**src/sv/mpbm_pkg.sv**
```systemverilog
// mpbm_pkg: types, constants and codes for the multi-pattern byte matcher.
// Used by mpbm_store, mpbm_ctrl and multi_pattern_byte_matcher; no dependencies.
`timescale 1ns / 1ps
package mpbm_pkg;

   // Trie and dictionary sizes
   localparam int TRIE_NODES      = 256;
   localparam int MAX_PATTERN_LEN = 16;
   localparam int MAX_PATTERNS    = 256;
   localparam int RESULT_CAP      = 16;

   localparam int NODE_W      = $clog2(TRIE_NODES);
   localparam int CHILD_W     = NODE_W + 8;
   localparam int CHILD_DEPTH = TRIE_NODES * 256;
   localparam int LEN_W       = $clog2(MAX_PATTERN_LEN + 1);
   localparam int CNT_W       = $clog2(RESULT_CAP + 1);

   // Command codes
   localparam logic [1:0] CMD_ADD     = 2'd0;
   localparam logic [1:0] CMD_SCAN    = 2'd1;
   localparam logic [1:0] CMD_RESTART = 2'd2;
   localparam logic [1:0] CMD_NONE    = 2'd3;

   // Status codes
   localparam logic [1:0] STATUS_OK   = 2'd0;
   localparam logic [1:0] STATUS_FULL = 2'd1;
   localparam logic [1:0] STATUS_LONG = 2'd2;

   typedef struct packed {
      logic [1:0] command;
      logic [7:0] symbol;
      logic       pattern_end;
      logic [7:0] pattern_id;
   } req_type;

   typedef struct packed {
      logic        found;
      logic [7:0]  match_id;
      logic [31:0] start_position;
      logic [1:0]  status;
      logic        last;
   } rsp_type;

   // Storage requests from the sequencer
   typedef struct packed {
      logic               child_we;
      logic [CHILD_W-1:0] child_waddr;
      logic [NODE_W-1:0]  child_wdata;
      logic [CHILD_W-1:0] child_raddr;
      logic [NODE_W-1:0]  node_raddr;
      logic               link_we;
      logic [NODE_W-1:0]  link_waddr;
      logic [NODE_W-1:0]  link_wdata;
      logic               term_we;
      logic [NODE_W-1:0]  term_waddr;
      logic               term_wdata;
      logic               pat_we;
      logic [NODE_W-1:0]  pat_waddr;
      logic [7:0]         pat_wdata;
      logic               depth_we;
      logic [NODE_W-1:0]  depth_waddr;
      logic [LEN_W-1:0]   depth_wdata;
   } store_cmd_type;

   // Registered read data back from storage
   typedef struct packed {
      logic [NODE_W-1:0] child_q;
      logic [NODE_W-1:0] link_q;
      logic              term_q;
      logic [7:0]        pat_q;
      logic [LEN_W-1:0]  depth_q;
   } store_rsp_type;

   typedef enum logic [4:0] {
      S_CLEAR,
      S_IDLE,
      S_ADD,
      S_ADD_CHK,
      S_OUT,
      S_B_START,
      S_B_POP,
      S_B_POP2,
      S_B_POP3,
      S_B_SYM_RD,
      S_B_SYM_CHK,
      S_B_F_TEST,
      S_B_F_CHK,
      S_B_F_LINK,
      S_B_F_SET,
      S_B_NEXT,
      S_GO,
      S_G_TEST,
      S_G_CHK,
      S_G_LINK,
      S_W_TEST,
      S_W_CHK,
      S_W_END
   } ctrl_state_type;

endpackage

```
**src/sv/mpbm_ctrl.sv**
```systemverilog
// mpbm_ctrl: sequencer for insert, suffix-link rebuild, scan and match walk.
// Depends on mpbm_pkg; drives mpbm_store through one request struct.
`timescale 1ns / 1ps
module mpbm_ctrl (
   input  logic                    clock,
   input  logic                    reset,
   input  logic                    req_valid,
   output logic                    req_ready,
   input  mpbm_pkg::req_type       req_data,
   output logic                    rsp_valid,
   input  logic                    rsp_ready,
   output mpbm_pkg::rsp_type       rsp_data,
   output mpbm_pkg::store_cmd_type st_cmd,
   input  mpbm_pkg::store_rsp_type st_rsp
);
   import mpbm_pkg::*;

   // Control registers
   ctrl_state_type     state_ff, state_in, ret_ff, ret_in;
   logic [CHILD_W-1:0] sweep_ff, sweep_in;
   logic [NODE_W:0]    ncount_ff, ncount_in;
   logic [NODE_W-1:0]  cursor_ff, cursor_in;
   logic [LEN_W-1:0]   len_ff, len_in;
   logic [1:0]         drop_ff, drop_in;
   logic [NODE_W-1:0]  cur_ff, cur_in;
   logic [31:0]        pos_ff, pos_in;
   logic               links_ok_ff, links_ok_in;
   logic               rsp_valid_ff, rsp_valid_in;
   logic               pend_ff, pend_in;
   logic [CNT_W-1:0]   n_ff, n_in;
   logic [NODE_W-1:0]  head_ff, head_in, tail_ff, tail_in;

   // Payload registers
   req_type            item_ff, item_in;
   rsp_type            out_ff, out_in, rsp_ff, rsp_in;
   rsp_type            pres_ff, pres_in;
   logic [NODE_W-1:0]  node_ff, node_in, u_ff, u_in, fu_ff, fu_in;
   logic [NODE_W-1:0]  v_ff, v_in, f_ff, f_in;
   logic [7:0]         sym_ff, sym_in;
   logic               is_root_ff, is_root_in;

   // Breadth-first queue
   logic [NODE_W-1:0]  q_mem [TRIE_NODES];
   logic [NODE_W-1:0]  q_q_ff;
   logic               q_we;

   logic               mark;
   logic [31:0]        start_pos;

   assign req_ready = (state_ff == S_IDLE);
   assign rsp_valid = rsp_valid_ff;
   assign rsp_data  = rsp_ff;
   assign mark      = item_ff.pattern_end && (32'(item_ff.pattern_id) < MAX_PATTERNS);
   assign start_pos = pos_ff - 32'(st_rsp.depth_q) + 32'd1;

   always_ff @(posedge clock) begin
      if (q_we) begin
         q_mem[tail_ff] <= v_ff;
      end
      q_q_ff <= q_mem[head_ff];
   end

   always_ff @(posedge clock) begin
      if (reset) begin
         state_ff     <= S_CLEAR;
         ret_ff       <= S_IDLE;
         sweep_ff     <= '0;
         ncount_ff    <= (NODE_W+1)'(1);
         cursor_ff    <= '0;
         len_ff       <= '0;
         drop_ff      <= STATUS_OK;
         cur_ff       <= '0;
         pos_ff       <= '0;
         links_ok_ff  <= 1'b0;
         rsp_valid_ff <= 1'b0;
         pend_ff      <= 1'b0;
         n_ff         <= '0;
         head_ff      <= '0;
         tail_ff      <= '0;
      end else begin
         state_ff     <= state_in;
         ret_ff       <= ret_in;
         sweep_ff     <= sweep_in;
         ncount_ff    <= ncount_in;
         cursor_ff    <= cursor_in;
         len_ff       <= len_in;
         drop_ff      <= drop_in;
         cur_ff       <= cur_in;
         pos_ff       <= pos_in;
         links_ok_ff  <= links_ok_in;
         rsp_valid_ff <= rsp_valid_in;
         pend_ff      <= pend_in;
         n_ff         <= n_in;
         head_ff      <= head_in;
         tail_ff      <= tail_in;
      end
   end

   always_ff @(posedge clock) begin
      item_ff    <= item_in;
      out_ff     <= out_in;
      rsp_ff     <= rsp_in;
      pres_ff    <= pres_in;
      node_ff    <= node_in;
      u_ff       <= u_in;
      fu_ff      <= fu_in;
      v_ff       <= v_in;
      f_ff       <= f_in;
      sym_ff     <= sym_in;
      is_root_ff <= is_root_in;
   end

   // Next state and storage requests
   always_comb begin
      logic [NODE_W-1:0] tgt;
      logic              add_ok;

      tgt          = '0;
      add_ok       = 1'b0;
      state_in     = state_ff;
      ret_in       = ret_ff;
      sweep_in     = sweep_ff;
      ncount_in    = ncount_ff;
      cursor_in    = cursor_ff;
      len_in       = len_ff;
      drop_in      = drop_ff;
      cur_in       = cur_ff;
      pos_in       = pos_ff;
      links_ok_in  = links_ok_ff;
      pend_in      = pend_ff;
      n_in         = n_ff;
      head_in      = head_ff;
      tail_in      = tail_ff;
      item_in      = item_ff;
      out_in       = out_ff;
      rsp_in       = rsp_ff;
      pres_in      = pres_ff;
      node_in      = node_ff;
      u_in         = u_ff;
      fu_in        = fu_ff;
      v_in         = v_ff;
      f_in         = f_ff;
      sym_in       = sym_ff;
      is_root_in   = is_root_ff;
      q_we         = 1'b0;
      st_cmd       = '0;
      rsp_valid_in = rsp_valid_ff && !rsp_ready;

      unique case (state_ff)
         // Zero the child table and terminal flags after reset
         S_CLEAR: begin
            st_cmd.child_we    = 1'b1;
            st_cmd.child_waddr = sweep_ff;
            st_cmd.term_we     = 1'b1;
            st_cmd.term_waddr  = sweep_ff[NODE_W-1:0];
            sweep_in           = sweep_ff + CHILD_W'(1);
            if (sweep_ff == '1) begin
               state_in = S_IDLE;
            end
         end

         S_IDLE: begin
            if (req_valid) begin
               item_in = req_data;
               out_in  = '0;
               out_in.last = 1'b1;
               ret_in  = S_IDLE;
               unique case (req_data.command)
                  CMD_ADD:  state_in = S_ADD;
                  CMD_SCAN: state_in = links_ok_ff ? S_GO : S_B_START;
                  CMD_RESTART: begin
                     cur_in   = '0;
                     pos_in   = '0;
                     state_in = S_OUT;
                  end
                  default: state_in = S_OUT;
               endcase
            end
         end

         // Pattern insert
         S_ADD: begin
            if (drop_ff != STATUS_OK) begin
               out_in.status = drop_ff;
               state_in      = S_OUT;
            end else if (len_ff >= LEN_W'(MAX_PATTERN_LEN)) begin
               out_in.status = STATUS_LONG;
               drop_in       = STATUS_LONG;
               state_in      = S_OUT;
            end else begin
               st_cmd.child_raddr = {cursor_ff, item_ff.symbol};
               state_in           = S_ADD_CHK;
            end
            if (item_ff.pattern_end && (drop_ff != STATUS_OK
                  || len_ff >= LEN_W'(MAX_PATTERN_LEN))) begin
               cursor_in = '0;
               len_in    = '0;
               drop_in   = STATUS_OK;
            end
         end

         S_ADD_CHK: begin
            if (st_rsp.child_q == '0 && ncount_ff == (NODE_W+1)'(TRIE_NODES)) begin
               out_in.status = STATUS_FULL;
               drop_in       = STATUS_FULL;
            end else if (st_rsp.child_q == '0) begin
               tgt                = ncount_ff[NODE_W-1:0];
               add_ok             = 1'b1;
               ncount_in          = ncount_ff + (NODE_W+1)'(1);
               links_ok_in        = 1'b0;
               st_cmd.child_we    = 1'b1;
               st_cmd.child_waddr = {cursor_ff, item_ff.symbol};
               st_cmd.child_wdata = tgt;
               st_cmd.depth_we    = 1'b1;
               st_cmd.depth_waddr = tgt;
               st_cmd.depth_wdata = len_ff + LEN_W'(1);
               st_cmd.term_we     = 1'b1;
            end else begin
               tgt            = st_rsp.child_q;
               add_ok         = 1'b1;
               st_cmd.term_we = mark;
            end
            if (add_ok) begin
               cursor_in         = tgt;
               len_in            = len_ff + LEN_W'(1);
               st_cmd.term_waddr = tgt;
               st_cmd.term_wdata = mark;
               st_cmd.pat_we     = mark;
               st_cmd.pat_waddr  = tgt;
               st_cmd.pat_wdata  = item_ff.pattern_id;
            end
            if (item_ff.pattern_end) begin
               cursor_in = '0;
               len_in    = '0;
               drop_in   = STATUS_OK;
            end
            state_in = S_OUT;
         end

         // Hand one result to the output register
         S_OUT: begin
            if (!rsp_valid_ff || rsp_ready) begin
               rsp_valid_in = 1'b1;
               rsp_in       = out_ff;
               state_in     = ret_ff;
            end
         end

         // Suffix-link rebuild, breadth first from the root
         S_B_START: begin
            u_in       = '0;
            is_root_in = 1'b1;
            sym_in     = '0;
            head_in    = '0;
            tail_in    = '0;
            state_in   = S_B_SYM_RD;
         end

         S_B_POP: begin
            if (head_ff == tail_ff) begin
               links_ok_in = 1'b1;
               state_in    = S_GO;
            end else begin
               state_in = S_B_POP2;
            end
         end

         S_B_POP2: begin
            u_in              = q_q_ff;
            head_in           = head_ff + NODE_W'(1);
            st_cmd.node_raddr = q_q_ff;
            state_in          = S_B_POP3;
         end

         S_B_POP3: begin
            fu_in      = st_rsp.link_q;
            sym_in     = '0;
            is_root_in = 1'b0;
            state_in   = S_B_SYM_RD;
         end

         S_B_SYM_RD: begin
            st_cmd.child_raddr = {u_ff, sym_ff};
            state_in           = S_B_SYM_CHK;
         end

         S_B_SYM_CHK: begin
            v_in = st_rsp.child_q;
            if (st_rsp.child_q == '0) begin
               state_in = S_B_NEXT;
            end else if (is_root_ff) begin
               st_cmd.link_we    = 1'b1;
               st_cmd.link_waddr = st_rsp.child_q;
               state_in          = S_B_F_SET;
            end else begin
               f_in     = fu_ff;
               state_in = S_B_F_TEST;
            end
         end

         S_B_F_TEST: begin
            st_cmd.child_raddr = {f_ff, sym_ff};
            state_in           = (f_ff == '0) ? S_B_F_SET : S_B_F_CHK;
         end

         S_B_F_CHK: begin
            if (st_rsp.child_q != '0) begin
               state_in = S_B_F_SET;
               st_cmd.link_we    = 1'b1;
               st_cmd.link_waddr = v_ff;
               st_cmd.link_wdata = st_rsp.child_q;
               q_we              = 1'b1;
               tail_in           = tail_ff + NODE_W'(1);
               state_in          = S_B_NEXT;
            end else begin
               st_cmd.node_raddr = f_ff;
               state_in          = S_B_F_LINK;
            end
         end

         S_B_F_LINK: begin
            f_in     = st_rsp.link_q;
            state_in = S_B_F_TEST;
         end

         // Root children link to the root; others take the looked-up child
         S_B_F_SET: begin
            if (!is_root_ff) begin
               st_cmd.link_we    = 1'b1;
               st_cmd.link_waddr = v_ff;
               st_cmd.link_wdata = st_rsp.child_q;
            end
            q_we     = 1'b1;
            tail_in  = tail_ff + NODE_W'(1);
            state_in = S_B_NEXT;
         end

         S_B_NEXT: begin
            sym_in   = sym_ff + 8'd1;
            state_in = (sym_ff == 8'hFF) ? S_B_POP : S_B_SYM_RD;
         end

         // Goto/failure transition for one text byte
         S_GO: begin
            node_in  = cur_ff;
            pend_in  = 1'b0;
            n_in     = '0;
            state_in = S_G_TEST;
         end

         S_G_TEST: begin
            st_cmd.child_raddr = {node_ff, item_ff.symbol};
            state_in           = S_G_CHK;
         end

         S_G_CHK: begin
            if (node_ff == '0 || st_rsp.child_q != '0) begin
               node_in  = st_rsp.child_q;
               cur_in   = st_rsp.child_q;
               state_in = S_W_TEST;
            end else begin
               st_cmd.node_raddr = node_ff;
               state_in          = S_G_LINK;
            end
         end

         S_G_LINK: begin
            node_in  = st_rsp.link_q;
            state_in = S_G_TEST;
         end

         // Suffix-chain walk; one match held back to know which is last
         S_W_TEST: begin
            if (node_ff == '0 || n_ff == CNT_W'(RESULT_CAP)) begin
               state_in = S_W_END;
            end else begin
               st_cmd.node_raddr = node_ff;
               state_in          = S_W_CHK;
            end
         end

         S_W_CHK: begin
            node_in  = st_rsp.link_q;
            state_in = S_W_TEST;
            if (st_rsp.term_q) begin
               pres_in.found          = 1'b1;
               pres_in.match_id       = st_rsp.pat_q;
               pres_in.start_position = start_pos;
               pres_in.status         = STATUS_OK;
               pres_in.last           = 1'b0;
               pend_in                = 1'b1;
               n_in                   = n_ff + CNT_W'(1);
               if (pend_ff) begin
                  out_in   = pres_ff;
                  ret_in   = S_W_TEST;
                  state_in = S_OUT;
               end
            end
         end

         S_W_END: begin
            pos_in = pos_ff + 32'd1;
            if (pend_ff) begin
               out_in      = pres_ff;
               out_in.last = 1'b1;
            end else begin
               out_in      = '0;
               out_in.last = 1'b1;
            end
            pend_in  = 1'b0;
            ret_in   = S_IDLE;
            state_in = S_OUT;
         end

         default: state_in = S_IDLE;
      endcase
   end

endmodule
```
**config.mk**
```make
export PLATFORM = sky130hd
export DESIGN_NAME = mpbm_ctrl
export DESIGN_NICKNAME = d
export VERILOG_FILES = /design/src/sv/mpbm_pkg.sv /design/src/sv/mpbm_ctrl.sv
export SDC_FILE = /design/constraint.sdc
export NUM_CORES = 2
export LEC_CHECK = 0
export BUFFER_PORTS_ARGS = -buffer_cell sky130_fd_sc_hd__buf_2
export CAP_MARGIN = 20
export CORE_ASPECT_RATIO = 1.75
export CORE_UTILIZATION = 56
export DETAILED_ROUTE_END_ITERATION = 16
export HOLD_SLACK_MARGIN = 0.12
export PLACE_DENSITY = 0.81
export SYNTH_ARGS = -nofsm -noshare
export SYNTH_HDL_FRONTEND = slang
export SYNTH_SLANG_ARGS = --single-unit
```
**constraint.sdc**
```tcl
create_clock -name clock -period 5 [get_ports clock]
set_input_delay 1.5 -clock clock [delete_from_list [all_inputs] [get_ports clock]]
set_output_delay 1.5 -clock clock [all_outputs]
set_load 0.01 [all_outputs]
```
## Word level (Yosys, flattened, before mapping)

Memories as Yosys holds them, arrays and structs flattened. A register that Yosys moved wholly into a read port is not among the register bits.
Index checks and enable logic that the tools add are counted.

- Bits of input ports: 53
- Memory bits (writable): 2048
- Memories kept: 1
- Register bits: 308

- Mux-type cells: 103
- Reduce and logical (&&, ||, !) cells: 52
- $lt $le $gt $ge: 1
- $add $sub $neg: 10
- Bitwise operators: 1
- Equality and inequality tests: 49

Memories:

| name | words | width | read ports | clocked after Yosys merged registers in | write ports | RTL line | source |
|---|---|---|---|---|---|---|---|
| q_mem | 256 | 8 | 1 | 1 | 1 | mpbm_ctrl.sv:43 | `logic [NODE_W-1:0] q_mem [TRIE_NODES];` |

Operators by type and width:

| kind | number |
|---|---|
| 44-bit 2-to-1 mux | 4 |
| 41-bit one-hot mux with 3 select lines | 1 |
| 8-bit 2-to-1 mux | 15 |
| 8-bit one-hot mux with 2 select lines | 7 |
| 5-bit one-hot mux with 20 select lines | 1 |
| 32-bit 2-to-1 mux | 3 |
| 5-bit 2-to-1 mux | 15 |
| 32-bit by 1-bit adder with 32-bit output, second input constant | 2 |
| 16-bit one-hot mux with 4 select lines | 1 |
| 32-bit one-hot mux with 2 select lines | 1 |
| 25-bit 2-to-1 mux | 2 |
| 8-bit one-hot mux with 3 select lines | 2 |
| 5-bit by 4-bit == test with 1-bit output, second input constant | 8 |
| 5-bit == test, second input constant | 8 |
| 17-bit 2-to-1 mux | 2 |
| 17-bit one-hot mux with 2 select lines | 1 |
| 16-bit 2-to-1 mux | 2 |
| 8-bit one-hot mux with 4 select lines | 1 |
| 32-bit by 5-bit subtractor with 32-bit output | 1 |
| 5-bit one-hot mux with 2 select lines | 3 |
| 14-bit 2-to-1 mux | 2 |
| 2-bit inequality test, second input constant | 14 |
| 9-bit one-hot mux with 3 select lines | 1 |
| 26-bit 2-to-1 mux | 1 |
| 43 further kinds | 118 |

## Depth between registers and ports, before layout

- Word-level depth: 7
- Mapped depth: 14
- Depth with buffers taken out: 14

## Worst setup path before layout

OpenSTA, ideal clock, no wires.

- Path type: flip-flop to output port
- Start point: register v_ff[0]
- End point: output st_cmd[49] (netlist bit)
- Path slack: -0.301 ns
- Data required time: 3.500 ns
- Arrival time: 3.801 ns
- Cell stages (with the launch flop): 2
- Path through: edfxtp_1 > a22o_1

RTL lines:

| item | RTL line | source |
|---|---|---|
| start: declaration | mpbm_ctrl.sv:38 | `logic [NODE_W-1:0] v_ff, v_in, f_ff, f_in;` |
| start signal: assignment | mpbm_ctrl.sv:107 | `v_ff <= v_in;` |
| end: declaration | mpbm_ctrl.sv:13 | `output mpbm_pkg::store_cmd_type st_cmd,` |

==> results.md <==
* Startpoint types: flip-flop
* VDD IR-drop max at ~0.29 mV
* YS warnings at 0
* Skew-Pair Late Insertion Delay at 0.83 ns
* CP endpoint kind: output pin
* WP data required at ~3.5 ns
* Antenna violations before repair at 6
* Rel. slew slack at 10.0%
* Post-route ant nets at 0
* Ys flop type: edfxtp_1
* GR Util met3 at 4.31%
* Avg WL per Cell at 32.9 um
* Grt ovf at 0
* Clk slew on worst S/H paths at roughly 0.070 ns
* Row Count at between 150 and 200
* CTS H-tree depth at 4
* Initial Utilization at 56.4%
* Cell taking the most area after synthesis: edfxtp_1
* Asr flop ratio synth at 0%
* Final-report setup violation count at 0
* CTS Hold Buffers Added at 0
* Met2 usage at 51.5%
* WHS Path Cells at 0
* Post-Syn Area at 93900 um2
* Area contributors post-synth: edfxtp_1, mux4_2, dfxtp_1
* R2R Setup Slk at ~0.84 ns
* CTS root buffer: clkbuf_16
* Clk pwr share at 41.7%
* Num CTS Buffers at 192
* CP Launch Point: state_ff[0]
* Overall routing resource usage at 29.3%
* Commonest non-fill, non-tap cell in the layout: edfxtp_1
* Cts repair resizes at 0
* Status: finished, final reports clean
* Fin nets at 5297
* # Post-CTS Setup Buffers at 0
* Skew final at 0.0510 ns
* Net Sw Frac at between 10% and 20%
* Hold_ws at 0.423 ns
* Vias per inst at 6.68
* Pre-Repair DR Iteration Count at 9
* FF-to-FF End: pres_ff[32]
* Yosys cell types at 66
* Hold Path Origin: out_ff[35]
* Final wirelength at 247000 um
* Tightest Hold Check Type: reg -> reg
* Max cap viols at 0
* RSZ-0062 raised after global routing: no
* Synthesized instance count at about 4600
* Worst Path Arrival at roughly 3.4 ns
* Critical path type: reg -> out
* Psw at 7.06 mW
* Pin count of the biggest net entering global routing at 217
* Synthesis-to-layout area growth at 13.1%
* Die Span X at 312 um
* Sequential share of power at ~58%
* Cell Count, Final, Fillers Out at roughly 7500
* Port Buffer Count at 205
* Fin crit share at 98.6%
* Number of DRC violations after detailed-routing iteration 0 at 6464
* DP Area at 99900 um2
* Final hold vios at 0
* Area occupied by multi-input gates at 23000 um2
* Slew Viols, Final at 0
* Syn Nets at 4777
* Combinational power share at 0.3%
* Share of post-route cells with drive strength above 1 at 29.9%
* Hold endpoint: rsp_data[35]
* Placer congestion estimate at 0.950
* Int Pwr at 29.7 mW
* Number of synthesized register bits at 2361
* DP Cell Count at 7170
* Yosys top cell area share at 71.7%
* Remaining DRCs at 0
* Max Root-Sink Buffers at 4
* Maximum net fanout on the critical path at 9
* Busiest layer in global routing: met2
* Final Critical Period at 4.93 ns
* IO Count at 206
* Tot Pwr at 36.7 mW
* Most frequent cells in the layout: edfxtp_1, mux4_2, nor2_1
* Detailed Place HPWL at 143000 um
* Fmax at 0.203 GHz
* Leakage power at 33.7 nW
* Vias in the first global route at just over 50000
* Met1 global-route usage at between 30 and 40%
* First-pass GRT wire length at 356000 um
* Clock sink count at 2361
* Register area at 69700 um2
* Sequential share of the synthesized area at 74.2%
* Die Height at 544 um
* Final instance area at ~110000 um2
* Worst r2r path cells at 15
* Core Footprint at 166000 um2
* Pwr/cell area at about 350 nW/um2
* Die ar. at 169000 um2
* # fillers at 10143
* Syn_area_per_cell at 20.2 um2
* CTS tree: done
* Slew @ Worst Pin at 1.35 ns
* Worst reg2reg startpoint: pos_ff[1]
* Vias at 50274
* Setup TNS at 0 ns
* EDFF count, synth at 2242
Yosys cell counts, drive strengths merged (8+ instances only):
cell / n
nor2: 423
ha: 74
and3: 17
a22oi: 29
dfxtp: 119
clkbuf: 170
a21o: 25
or3: 15
inv: 66
xnor2: 65
nand2b: 12
buf: 87
and2: 81
edfxtp: 2242
nor2b: 14
xor2: 34
a221o: 8
nand3: 60
mux4: 680
nor4: 11
nor3: 28
o21a: 8
o21ai: 34
a22o: 32
mux2: 8
a21oi: 76
nand4: 26
a222oi: 8
nand2: 114
cells by family (layout without fill, tap and decap cells):
| group | Yosys count | in the layout | share of synthesized area, % |
|---|---|---|---|
| AO/OA/AOI/OAI | 275 | 275 | 2.02 |
| adder cells (fa/ha/maj) | 75 | 75 | 1.01 |
| buffers and inverters | 324 | 993 | 1.42 |
| multiplexers | 691 | 691 | 16.4 |
| flip-flops | 2361 | 2361 | 74.2 |
| XOR/XNOR | 99 | 99 | 0.923 |
| other | 0 | 5 | 0 |
| AND/OR/NAND/NOR | 824 | 824 | 3.98 |
sequential cells by signal (all words and copies together) (netlist names), 2 cells and up:
signal	count
out_ff	44
sym_ff	8
fu_ff	8
len_ff	5
cursor_ff	8
q_mem	2048
tail_ff	8
pres_ff	40
q_q_ff	8
node_ff	8
head_ff	8
ret_ff	2
rsp_data	44
f_ff	8
u_ff	8
n_ff	5
sweep_ff	16
drop_ff	2
pos_ff	32
ncount_ff	9
v_ff	8
cur_ff	8
item_ff	16
state_ff	5
per-layer routing:
metal,vias to the layer above,share of wire (%)
li1,19923,-
met1,25774,31
met2,3649,52
met3,920,7.7
met4,8,9.0
met5,-,0.024
metrics by stage:
stage | worst slack [ns] | utilization, %
finish | 0.0678 | 63.8
floorplan | -0.270 | -
detailed placement | -0.0928 | 60.0
global route | 0.0731 | 63.8
CTS | 0.0497 | 63.7
global placement | -0.0122 | 60.0
layout make-up:
| type | instances | area share (%) |
|---|---|---|
| well taps | 2200 | 2.59 |
| diodes | 5 | 0.0118 |
| clock buffers | 241 | 4.81 |
| flip-flops and latches | 2361 | 65.6 |
| inverters | 67 | 0.237 |
| clock inverters | 102 | 1.02 |
| multi-input cells | 1964 | 21.6 |
| repair buffers | 583 | 4.04 |
power by group through the flow:
| stage | combinational, mW | clock, mW | sequential [mW] |
|---|---|---|---|
| after floorplan | 0.0452 | 0 | 21.7 |
| after global placement | 0.0973 | 0 | 21.7 |
| after detailed placement | 0.100 | 0 | 21.7 |
| after CTS | 0.101 | 15.4 | 21.3 |
| after global routing | 0.110 | 16.0 | 21.3 |
| final | 0.103 | 15.3 | 21.3 |
critical path, stage by stage, from the launching register on:
cell and delay, ns:
dfxtp_1 0.53, nor2b_1 0.41, nand3_1 0.49, nand2b_1 0.40
buf_4 0.19, nor2_1 0.30, a21o_1 0.13, buf_2 0.12
how the worst max path moves through the flow:
stage	end	slack, ns
after floorplan	st_cmd[49]	-0.27
after global placement	pres_ff[34]	-0.01
after detailed placement	pres_ff[32]	-0.09
after CTS	st_cmd[40]	0.05
after global routing	st_cmd[34]	0.07
final	st_cmd[34]	0.07
No activity file was read; power rests on OpenSTA's default activity.
